[src/hw/rtl/lfu_pkg.sv]
`timescale 1ns / 1ps
// ----------------------------------------------------------------------------
// lfu_pkg
// Types and constants shared by the LFU page replacement block.
// ----------------------------------------------------------------------------
package lfu_pkg;

    localparam int LFU_FRAMES    = 8;
    localparam int LFU_PAGE_BITS = 16;

    localparam int PAGE_W  = 16;
    localparam int CFG_W   = 4;
    localparam int CNT_W   = 16;
    localparam int STAMP_W = 32;
    localparam int TOT_W   = 32;
    localparam int SLOT_W  = 3;

    localparam logic [CFG_W-1:0] CFG_RESET = 4'd8;

    typedef struct packed {
        logic [PAGE_W-1:0] page;
        logic              start_sequence;
    } lfu_in_t;

    typedef struct packed {
        logic              hit;
        logic [SLOT_W-1:0] slot;
        logic              evicted_valid;
        logic [PAGE_W-1:0] evicted_page;
        logic [TOT_W-1:0]  miss_total;
        logic [TOT_W-1:0]  hit_total;
    } lfu_out_t;

    // write-back command broadcast to every cell
    typedef struct packed {
        logic               clear;
        logic               bump;
        logic               fill;
        logic [STAMP_W-1:0] stamp;
    } lfu_cmd_t;

    // scan record flags handed from cell to cell
    typedef struct packed {
        logic found;
        logic empty_found;
        logic have_vic;
    } lfu_flags_t;

endpackage

[src/hw/rtl/lfu_page_replacement_top.sv]
`timescale 1ns / 1ps
// ----------------------------------------------------------------------------
// lfu_page_replacement_top
// LFU page replacement with arrival-order tie-break over a chain of frames.
// ----------------------------------------------------------------------------
// Usage:
//   s_ channel: one beat is one page reference; start_sequence set in the
//   beat clears all frames, use counts, stamps and totals first.
//   m_ channel: one result beat per reference (hit, slot, eviction, totals).
//   cfg_wr_en/cfg_wr_data: frames_in_use, to be written by the user only
//   while idle (not enforced); 0 acts as 1 and values above FRAMES act as FRAMES.
// Timing: the accept edge takes the beat (and clears, if asked), then the
//   scan record walks down the cell chain one cell per cycle, and a
//   write-back step loads the result register. One reference is in flight
//   at a time and s_ready returns the cycle after the write-back, so no
//   new reference is taken before the last one is written back.
// Stall: a result waits in the output register while m_ready is low; the
//   next beat is still taken and scanned, and its write-back holds until
//   the output register frees.
// Reset: all frames empty, counts, stamps and totals zero, frames_in_use 8.
// ----------------------------------------------------------------------------
module lfu_page_replacement_top #(
    parameter int FRAMES    = lfu_pkg::LFU_FRAMES,
    parameter int PAGE_BITS = lfu_pkg::LFU_PAGE_BITS
) (
    input  logic                      aclk,
    input  logic                      aresetn,
    input  logic                      cfg_wr_en,
    input  logic [lfu_pkg::CFG_W-1:0] cfg_wr_data,
    input  logic                      s_valid,
    output logic                      s_ready,
    input  lfu_pkg::lfu_in_t          s_payload,
    output logic                      m_valid,
    input  logic                      m_ready,
    output lfu_pkg::lfu_out_t         m_payload
);
    import lfu_pkg::*;

    localparam int IDX_W  = (FRAMES > 1) ? $clog2(FRAMES) : 1;
    localparam int PW     = (PAGE_BITS < PAGE_W) ? PAGE_BITS : PAGE_W;
    localparam int NCNT_W = $clog2(FRAMES + 1);
    localparam int CMP_W  = (NCNT_W > CFG_W) ? NCNT_W : CFG_W;

    // control states
    localparam logic [1:0] ST_IDLE  = 2'd0;
    localparam logic [1:0] ST_SCAN  = 2'd1;
    localparam logic [1:0] ST_WRITE = 2'd2;

    logic [1:0]         state_reg, state_next;
    logic [IDX_W-1:0]   step_reg,  step_next;
    logic [CFG_W-1:0]   cfg_reg;
    logic [PW-1:0]      pg_reg;
    logic [STAMP_W-1:0] stamp_reg, stamp_next;
    logic [TOT_W-1:0]   miss_reg,  miss_next;
    logic [TOT_W-1:0]   hits_reg,  hits_next;
    logic               m_valid_reg, m_valid_next;
    lfu_out_t           out_reg,   out_next;

    logic               accept;
    logic               fire;
    logic [CMP_W-1:0]   cfg_ext;
    logic [CMP_W-1:0]   n_act;
    lfu_cmd_t           cmd;
    logic [IDX_W-1:0]   sel_idx;
    logic               found;
    logic               empty_found;

    // scan chain taps, one per cell
    lfu_flags_t         flags_q   [FRAMES];
    logic [IDX_W-1:0]   hit_idx_q [FRAMES];
    logic [IDX_W-1:0]   empty_q   [FRAMES];
    logic [IDX_W-1:0]   vic_idx_q [FRAMES];
    logic [CNT_W-1:0]   vic_cnt_q [FRAMES];
    logic [STAMP_W-1:0] vic_stp_q [FRAMES];
    logic [PW-1:0]      vic_pg_q  [FRAMES];

    assign accept  = s_valid && s_ready;
    assign s_ready = (state_reg == ST_IDLE);
    assign fire    = (state_reg == ST_WRITE) && (!m_valid_reg || m_ready);

    // clamp the active frame count
    assign cfg_ext = CMP_W'(cfg_reg);
    always_comb begin
        if (cfg_reg == '0) begin
            n_act = CMP_W'(1);
        end else if (cfg_ext > CMP_W'(FRAMES)) begin
            n_act = CMP_W'(FRAMES);
        end else begin
            n_act = cfg_ext;
        end
    end

    // end-of-chain record
    assign found       = flags_q[FRAMES-1].found;
    assign empty_found = flags_q[FRAMES-1].empty_found;

    always_comb begin
        if (found) begin
            sel_idx = hit_idx_q[FRAMES-1];
        end else if (empty_found) begin
            sel_idx = empty_q[FRAMES-1];
        end else begin
            sel_idx = vic_idx_q[FRAMES-1];
        end
    end

    // write-back command: clear on a start beat, bump or fill on fire
    always_comb begin
        cmd.clear = accept && s_payload.start_sequence;
        cmd.bump  = fire && found;
        cmd.fill  = fire && !found;
        cmd.stamp = stamp_reg;
    end

    genvar k;
    generate
        for (k = 0; k < FRAMES; k++) begin : g_cell
            lfu_flags_t         f_in;
            logic [IDX_W-1:0]   h_in, e_in, v_in;
            logic [CNT_W-1:0]   c_in;
            logic [STAMP_W-1:0] t_in;
            logic [PW-1:0]      p_in;

            if (k == 0) begin : g_head
                assign f_in = '0;
                assign h_in = '0;
                assign e_in = '0;
                assign v_in = '0;
                assign c_in = '0;
                assign t_in = '0;
                assign p_in = '0;
            end else begin : g_link
                assign f_in = flags_q[k-1];
                assign h_in = hit_idx_q[k-1];
                assign e_in = empty_q[k-1];
                assign v_in = vic_idx_q[k-1];
                assign c_in = vic_cnt_q[k-1];
                assign t_in = vic_stp_q[k-1];
                assign p_in = vic_pg_q[k-1];
            end

            lfu_cell #(
                .IDX_W    (IDX_W),
                .PW       (PW),
                .CELL_IDX (k)
            ) u_cell (
                .aclk          (aclk),
                .aresetn       (aresetn),
                .step_en       ((state_reg == ST_SCAN) && (step_reg == IDX_W'(k))),
                .active        (CMP_W'(k) < n_act),
                .sel           (sel_idx == IDX_W'(k)),
                .cmd           (cmd),
                .page          (pg_reg),
                .flags_in      (f_in),
                .hit_idx_in    (h_in),
                .empty_idx_in  (e_in),
                .vic_idx_in    (v_in),
                .vic_cnt_in    (c_in),
                .vic_stamp_in  (t_in),
                .vic_page_in   (p_in),
                .flags_out     (flags_q[k]),
                .hit_idx_out   (hit_idx_q[k]),
                .empty_idx_out (empty_q[k]),
                .vic_idx_out   (vic_idx_q[k]),
                .vic_cnt_out   (vic_cnt_q[k]),
                .vic_stamp_out (vic_stp_q[k]),
                .vic_page_out  (vic_pg_q[k])
            );
        end
    endgenerate

    // sequencer, counters and result register
    always_comb begin
        state_next   = state_reg;
        step_next    = step_reg;
        stamp_next   = stamp_reg;
        miss_next    = miss_reg;
        hits_next    = hits_reg;
        m_valid_next = m_valid_reg;
        out_next     = out_reg;

        // drop the result once taken
        if (m_valid_reg && m_ready) begin
            m_valid_next = 1'b0;
        end

        unique case (state_reg)
            ST_IDLE: begin
                if (accept) begin
                    state_next = ST_SCAN;
                    step_next  = '0;
                    if (s_payload.start_sequence) begin
                        stamp_next = '0;
                        miss_next  = '0;
                        hits_next  = '0;
                    end
                end
            end
            ST_SCAN: begin
                // advance the record one cell per cycle
                if (step_reg == IDX_W'(FRAMES - 1)) begin
                    state_next = ST_WRITE;
                end else begin
                    step_next = step_reg + IDX_W'(1);
                end
            end
            ST_WRITE: begin
                if (fire) begin
                    if (found) begin
                        if (hits_reg != {TOT_W{1'b1}}) begin
                            hits_next = hits_reg + TOT_W'(1);
                        end
                    end else begin
                        if (stamp_reg != {STAMP_W{1'b1}}) begin
                            stamp_next = stamp_reg + STAMP_W'(1);
                        end
                        if (miss_reg != {TOT_W{1'b1}}) begin
                            miss_next = miss_reg + TOT_W'(1);
                        end
                    end
                    out_next.hit           = found;
                    out_next.slot          = SLOT_W'(sel_idx);
                    out_next.evicted_valid = !found && !empty_found;
                    out_next.evicted_page  = (!found && !empty_found) ?
                                             PAGE_W'(vic_pg_q[FRAMES-1]) : '0;
                    out_next.miss_total    = miss_next;
                    out_next.hit_total     = hits_next;
                    m_valid_next           = 1'b1;
                    state_next             = ST_IDLE;
                end
            end
            default: begin
                state_next = ST_IDLE;
            end
        endcase
    end

    always_ff @(posedge aclk) begin
        if (!aresetn) begin
            state_reg   <= ST_IDLE;
            step_reg    <= '0;
            cfg_reg     <= CFG_RESET;
            stamp_reg   <= '0;
            miss_reg    <= '0;
            hits_reg    <= '0;
            m_valid_reg <= 1'b0;
        end else begin
            state_reg   <= state_next;
            step_reg    <= step_next;
            stamp_reg   <= stamp_next;
            miss_reg    <= miss_next;
            hits_reg    <= hits_next;
            m_valid_reg <= m_valid_next;
            if (cfg_wr_en) begin
                cfg_reg <= cfg_wr_data;
            end
        end
    end

    // payload registers
    always_ff @(posedge aclk) begin
        out_reg <= out_next;
        if (accept) begin
            pg_reg <= s_payload.page[PW-1:0];
        end
    end

    assign m_valid   = m_valid_reg;
    assign m_payload = out_reg;

endmodule

[src/hw/rtl/lfu_cell.sv]
`timescale 1ns / 1ps
// ----------------------------------------------------------------------------
// lfu_cell
// One page frame plus one stage of the scan chain.
// ----------------------------------------------------------------------------
module lfu_cell #(
    parameter int IDX_W    = 3,
    parameter int PW       = 16,
    parameter int CELL_IDX = 0
) (
    input  logic                        aclk,
    input  logic                        aresetn,
    input  logic                        step_en,
    input  logic                        active,
    input  logic                        sel,
    input  lfu_pkg::lfu_cmd_t           cmd,
    input  logic [PW-1:0]               page,
    input  lfu_pkg::lfu_flags_t         flags_in,
    input  logic [IDX_W-1:0]            hit_idx_in,
    input  logic [IDX_W-1:0]            empty_idx_in,
    input  logic [IDX_W-1:0]            vic_idx_in,
    input  logic [lfu_pkg::CNT_W-1:0]   vic_cnt_in,
    input  logic [lfu_pkg::STAMP_W-1:0] vic_stamp_in,
    input  logic [PW-1:0]               vic_page_in,
    output lfu_pkg::lfu_flags_t         flags_out,
    output logic [IDX_W-1:0]            hit_idx_out,
    output logic [IDX_W-1:0]            empty_idx_out,
    output logic [IDX_W-1:0]            vic_idx_out,
    output logic [lfu_pkg::CNT_W-1:0]   vic_cnt_out,
    output logic [lfu_pkg::STAMP_W-1:0] vic_stamp_out,
    output logic [PW-1:0]               vic_page_out
);
    import lfu_pkg::*;

    localparam logic [IDX_W-1:0] MY_IDX = IDX_W'(CELL_IDX);

    logic [PW-1:0]      page_reg;
    logic               valid_reg;
    logic [CNT_W-1:0]   cnt_reg;
    logic [STAMP_W-1:0] stamp_reg;

    lfu_flags_t         flags_reg,     flags_next;
    logic [IDX_W-1:0]   hit_idx_reg,   hit_idx_next;
    logic [IDX_W-1:0]   empty_idx_reg, empty_idx_next;
    logic [IDX_W-1:0]   vic_idx_reg,   vic_idx_next;
    logic [CNT_W-1:0]   vic_cnt_reg,   vic_cnt_next;
    logic [STAMP_W-1:0] vic_stamp_reg, vic_stamp_next;
    logic [PW-1:0]      vic_page_reg,  vic_page_next;

    logic better;

    // fold this frame into the passing record
    always_comb begin
        flags_next     = flags_in;
        hit_idx_next   = hit_idx_in;
        empty_idx_next = empty_idx_in;
        vic_idx_next   = vic_idx_in;
        vic_cnt_next   = vic_cnt_in;
        vic_stamp_next = vic_stamp_in;
        vic_page_next  = vic_page_in;
        better = !flags_in.have_vic || (cnt_reg < vic_cnt_in) ||
                 ((cnt_reg == vic_cnt_in) && (stamp_reg < vic_stamp_in));
        if (active) begin
            if (!flags_in.found && valid_reg && (page_reg == page)) begin
                flags_next.found = 1'b1;
                hit_idx_next     = MY_IDX;
            end
            if (!flags_in.empty_found && !valid_reg) begin
                flags_next.empty_found = 1'b1;
                empty_idx_next         = MY_IDX;
            end
            if (better) begin
                flags_next.have_vic = 1'b1;
                vic_idx_next        = MY_IDX;
                vic_cnt_next        = cnt_reg;
                vic_stamp_next      = stamp_reg;
                vic_page_next       = page_reg;
            end
        end
    end

    always_ff @(posedge aclk) begin
        if (!aresetn) begin
            flags_reg <= '0;
        end else if (step_en) begin
            flags_reg <= flags_next;
        end
    end

    always_ff @(posedge aclk) begin
        if (step_en) begin
            hit_idx_reg   <= hit_idx_next;
            empty_idx_reg <= empty_idx_next;
            vic_idx_reg   <= vic_idx_next;
            vic_cnt_reg   <= vic_cnt_next;
            vic_stamp_reg <= vic_stamp_next;
            vic_page_reg  <= vic_page_next;
        end
    end

    // frame contents
    always_ff @(posedge aclk) begin
        if (!aresetn || cmd.clear) begin
            page_reg  <= '0;
            valid_reg <= 1'b0;
            cnt_reg   <= '0;
            stamp_reg <= '0;
        end else if (sel && cmd.bump) begin
            if (cnt_reg != {CNT_W{1'b1}}) begin
                cnt_reg <= cnt_reg + CNT_W'(1);
            end
        end else if (sel && cmd.fill) begin
            page_reg  <= page;
            valid_reg <= 1'b1;
            cnt_reg   <= CNT_W'(1);
            stamp_reg <= cmd.stamp;
        end
    end

    assign flags_out     = flags_reg;
    assign hit_idx_out   = hit_idx_reg;
    assign empty_idx_out = empty_idx_reg;
    assign vic_idx_out   = vic_idx_reg;
    assign vic_cnt_out   = vic_cnt_reg;
    assign vic_stamp_out = vic_stamp_reg;
    assign vic_page_out  = vic_page_reg;

endmodule

[config.mk]
export PLATFORM = sky130hd
export DESIGN_NAME = lfu_page_replacement_top
export DESIGN_NICKNAME = d
export VERILOG_FILES = /design/src/hw/rtl/lfu_pkg.sv /design/src/hw/rtl/lfu_page_replacement_top.sv /design/src/hw/rtl/lfu_cell.sv
export SDC_FILE = /design/constraint.sdc
export NUM_CORES = 2
export LEC_CHECK = 0
export BUFFER_PORTS_ARGS = -buffer_cell sky130_fd_sc_hd__buf_2
export CAP_MARGIN = 20
export CORE_MARGIN = 3
export CORE_UTILIZATION = 26
export DETAILED_ROUTE_END_ITERATION = 10
export SLEW_MARGIN = 20
export SYNTH_ARGS = -nofsm -noshare
export SYNTH_HDL_FRONTEND = slang
export SYNTH_HIERARCHICAL = 1
export SYNTH_SLANG_ARGS = --single-unit
[constraint.sdc]
create_clock -name aclk -period 10.5 [get_ports aclk]
set_clock_uncertainty 0.15 [all_clocks]
set_input_delay 2.1 -clock aclk [delete_from_list [all_inputs] [get_ports aclk]]
set_output_delay 2.1 -clock aclk [all_outputs]
set_load 0.05 [all_outputs]
==> results.cfg <==
[timing]
hold_viol = 0
fin_tns_setup_ns = 0
max_slew_margin = -1.84
fin_crit_sh = 0.453
rsz0062_at_grt = no
slew_violations = 68
min_period_ns = 4.76
worst_pin_slew_ns = 4.26
fin_hold_ws_ns = 0.299
max_freq_ghz = 0.210
setup_viol = 0

[place]
place_congestion = 0.824
io_buffers = 112
place_hpwl_mm = 112

[pwr]
switching_power_mw = 2.31
p_comb_frac = 0.034
pwr-share-seq = 0.496
internal_power_mw = 8.44
p_leak_nw = 26.8
clkPwrFrac = 0.470
ir_drop_mv = 0.147
netSwitchingFraction = 0.215
powerDensity_nw_per_um2 = 147

[critical_path]
critical_path_class = in2reg
crit_slowest_cell = or2_2
path_cells = buf_2 > nand2b_1 > nand3_1 > inv_1 > buf_4 > nand2_1 > or2_2 > a211oi_1 > and4_1 > xnor2_1 > nor2_1
critPathRequiredTime_ns = 10.97
end_kind = flop
path_buf_inv = 3
start_kind = primary input
critPathArrivalTime_ns = 5.23
cpLargestDelayFamily = simple AND/OR/NAND/NOR gates
path_max_fanout = 55
cpPeakStageDelay_ns = 0.68

[outcome]
violations = max-slew violations
status = complete, but fails checks

[layout]
area_growth_pct = 14.4
drive_gt1_frac = 0.143
largest_register_ffs = 256
fin_nets = 6744

[route]
vias = 44400
via_per_inst = 4.60
ant_nets = 0
wl_met3_mm = 7.86
drt_pre_antenna_iters = 6
top_layer = met4
drt-initial-drc-count = 3078
wl_per_cell_um = 16.0
drc_errors = 0
routed-wl-met2_mm = 70.6
wl_met1_mm = 72.1
routed_wl_mm = 154

[yosys]
synth_area_per_cell_um2 = 10.4
yosys_warnings = 6
syn-cell-area_um2 = 64100
synthCells = 6150

[grt]
grt_pass1_wl_mm = 242
grt_max_degree = 82
grt_pass1_vias = 43000
grtUsageTotal = 0.118
antenna_found_initial = 5
grt_overflow_total = 0

[worst_hold_path]
hp-class = reg2reg

[die]
die_x_um = 503
die_y_um = 503
initial_core_util = 0.262
io_pins = 113
die-area_um2 = 253000
core_area_um2 = 244000
rows = 181

[cts]
clockBufferDepth = 3
clock-root-buffer = clkbuf_16
cts_resized = 0
cts_sinks = 1286
hold_buffers = 0
cts_buffers = 140
cts_tree = done
htree_num_levels = 4
post-cts-setup-buffers = 0
clk_latency_ns = 0.76
clk_pin_slew_worst_paths_ns = 0.06

[run]
drv_cap = 0
## placed cells by master, fill, tap and decap left out, types with 57 or more instances in the layout
cell,instances
a21oi_1,603
buf_2,112
buf_4,57
clkbuf_16,147
conb_1,131
dfxtp_1,649
edfxtp_1,637
ha_1,393
inv_1,435
mux2_2,277
mux2_4,146
nand2_1,986
nand3_1,130
nand4_1,125
nor2_1,227
o21ai_0,85
xnor2_1,240
xor2_1,68
## power groups by stage
stage / Sequential [mW] / Combinational (mW) / Clock [mW]
4_1_cts: 5.33 / 0.368 / 5.19
2_1_floorplan: 5.42 / 0.283 / 0
3_3_place_gp: 5.43 / 0.360 / 0
5_1_grt: 5.33 / 0.405 / 5.40
3_5_place_dp: 5.44 / 0.366 / 0
6_report: 5.33 / 0.368 / 5.06
## worst min-delay path, delay by kind of cell (launching register included)
kind	cells	cell delay, ns
flip-flops	1	0.30
AND/OR/NAND/NOR	1	0.05
AO/OA/AOI/OAI	1	0.05
## per-layer routing
| layer | GRT usage | vias up |
|---|---|---|
| li1 | - | 22000 |
| met4 | 0.0304 | 0 |
| met5 | 0 | - |
| met2 | 0.193 | 1004 |
| met1 | 0.163 | 21100 |
| met3 | 0.0173 | 231 |
## path summary, 6_finish.rpt
check	depth (start not counted)	slack, ns	startpoint	to
max	11	5.74	m_ready	g_cell[6].u_cell/cnt_reg[14]
min reg2reg	2	0.30	g_cell[7].u_cell/stamp_reg[0]	g_cell[7].u_cell/stamp_reg[0]
max reg2reg	11	6.18	g_cell[7].u_cell/flags_out[1]	g_cell[0].u_cell/cnt_reg[14]
min	2	0.30	g_cell[7].u_cell/stamp_reg[0]	g_cell[7].u_cell/stamp_reg[0]
## final cells by class
cell class                      count  area (µm²)
Tap cell                         3202        4010
Sequential cell                  1286       32100
Antenna cell                        1        2.50
Timing Repair Buffer              175        1110
Multi-Input combinational cell   4287       29700
Fill cell                       24800      171000
Inverter                          435        1630
Clock buffer                      199        3970
Clock inverter                     61         783
## per-stage QoR
stage / setup slack (ns) / area [µm²] / std cells / power [mW] / utilization
2_1_floorplan: 3.30 / 64600 / 6279 / 5.70 / -
3_3_place_gp: 4.96 / 68500 / 9378 / 5.79 / 0.280
3_5_place_dp: 4.89 / 68600 / 9384 / 5.80 / 0.281
4_1_cts: 5.71 / 73300 / 9644 / 10.9 / 0.300
5_1_grt: 5.53 / 73400 / 9645 / 11.1 / 0.300
6_report: 5.74 / 73400 / 9646 / 10.8 / 0.300
(Power assumes the default switching activity.)
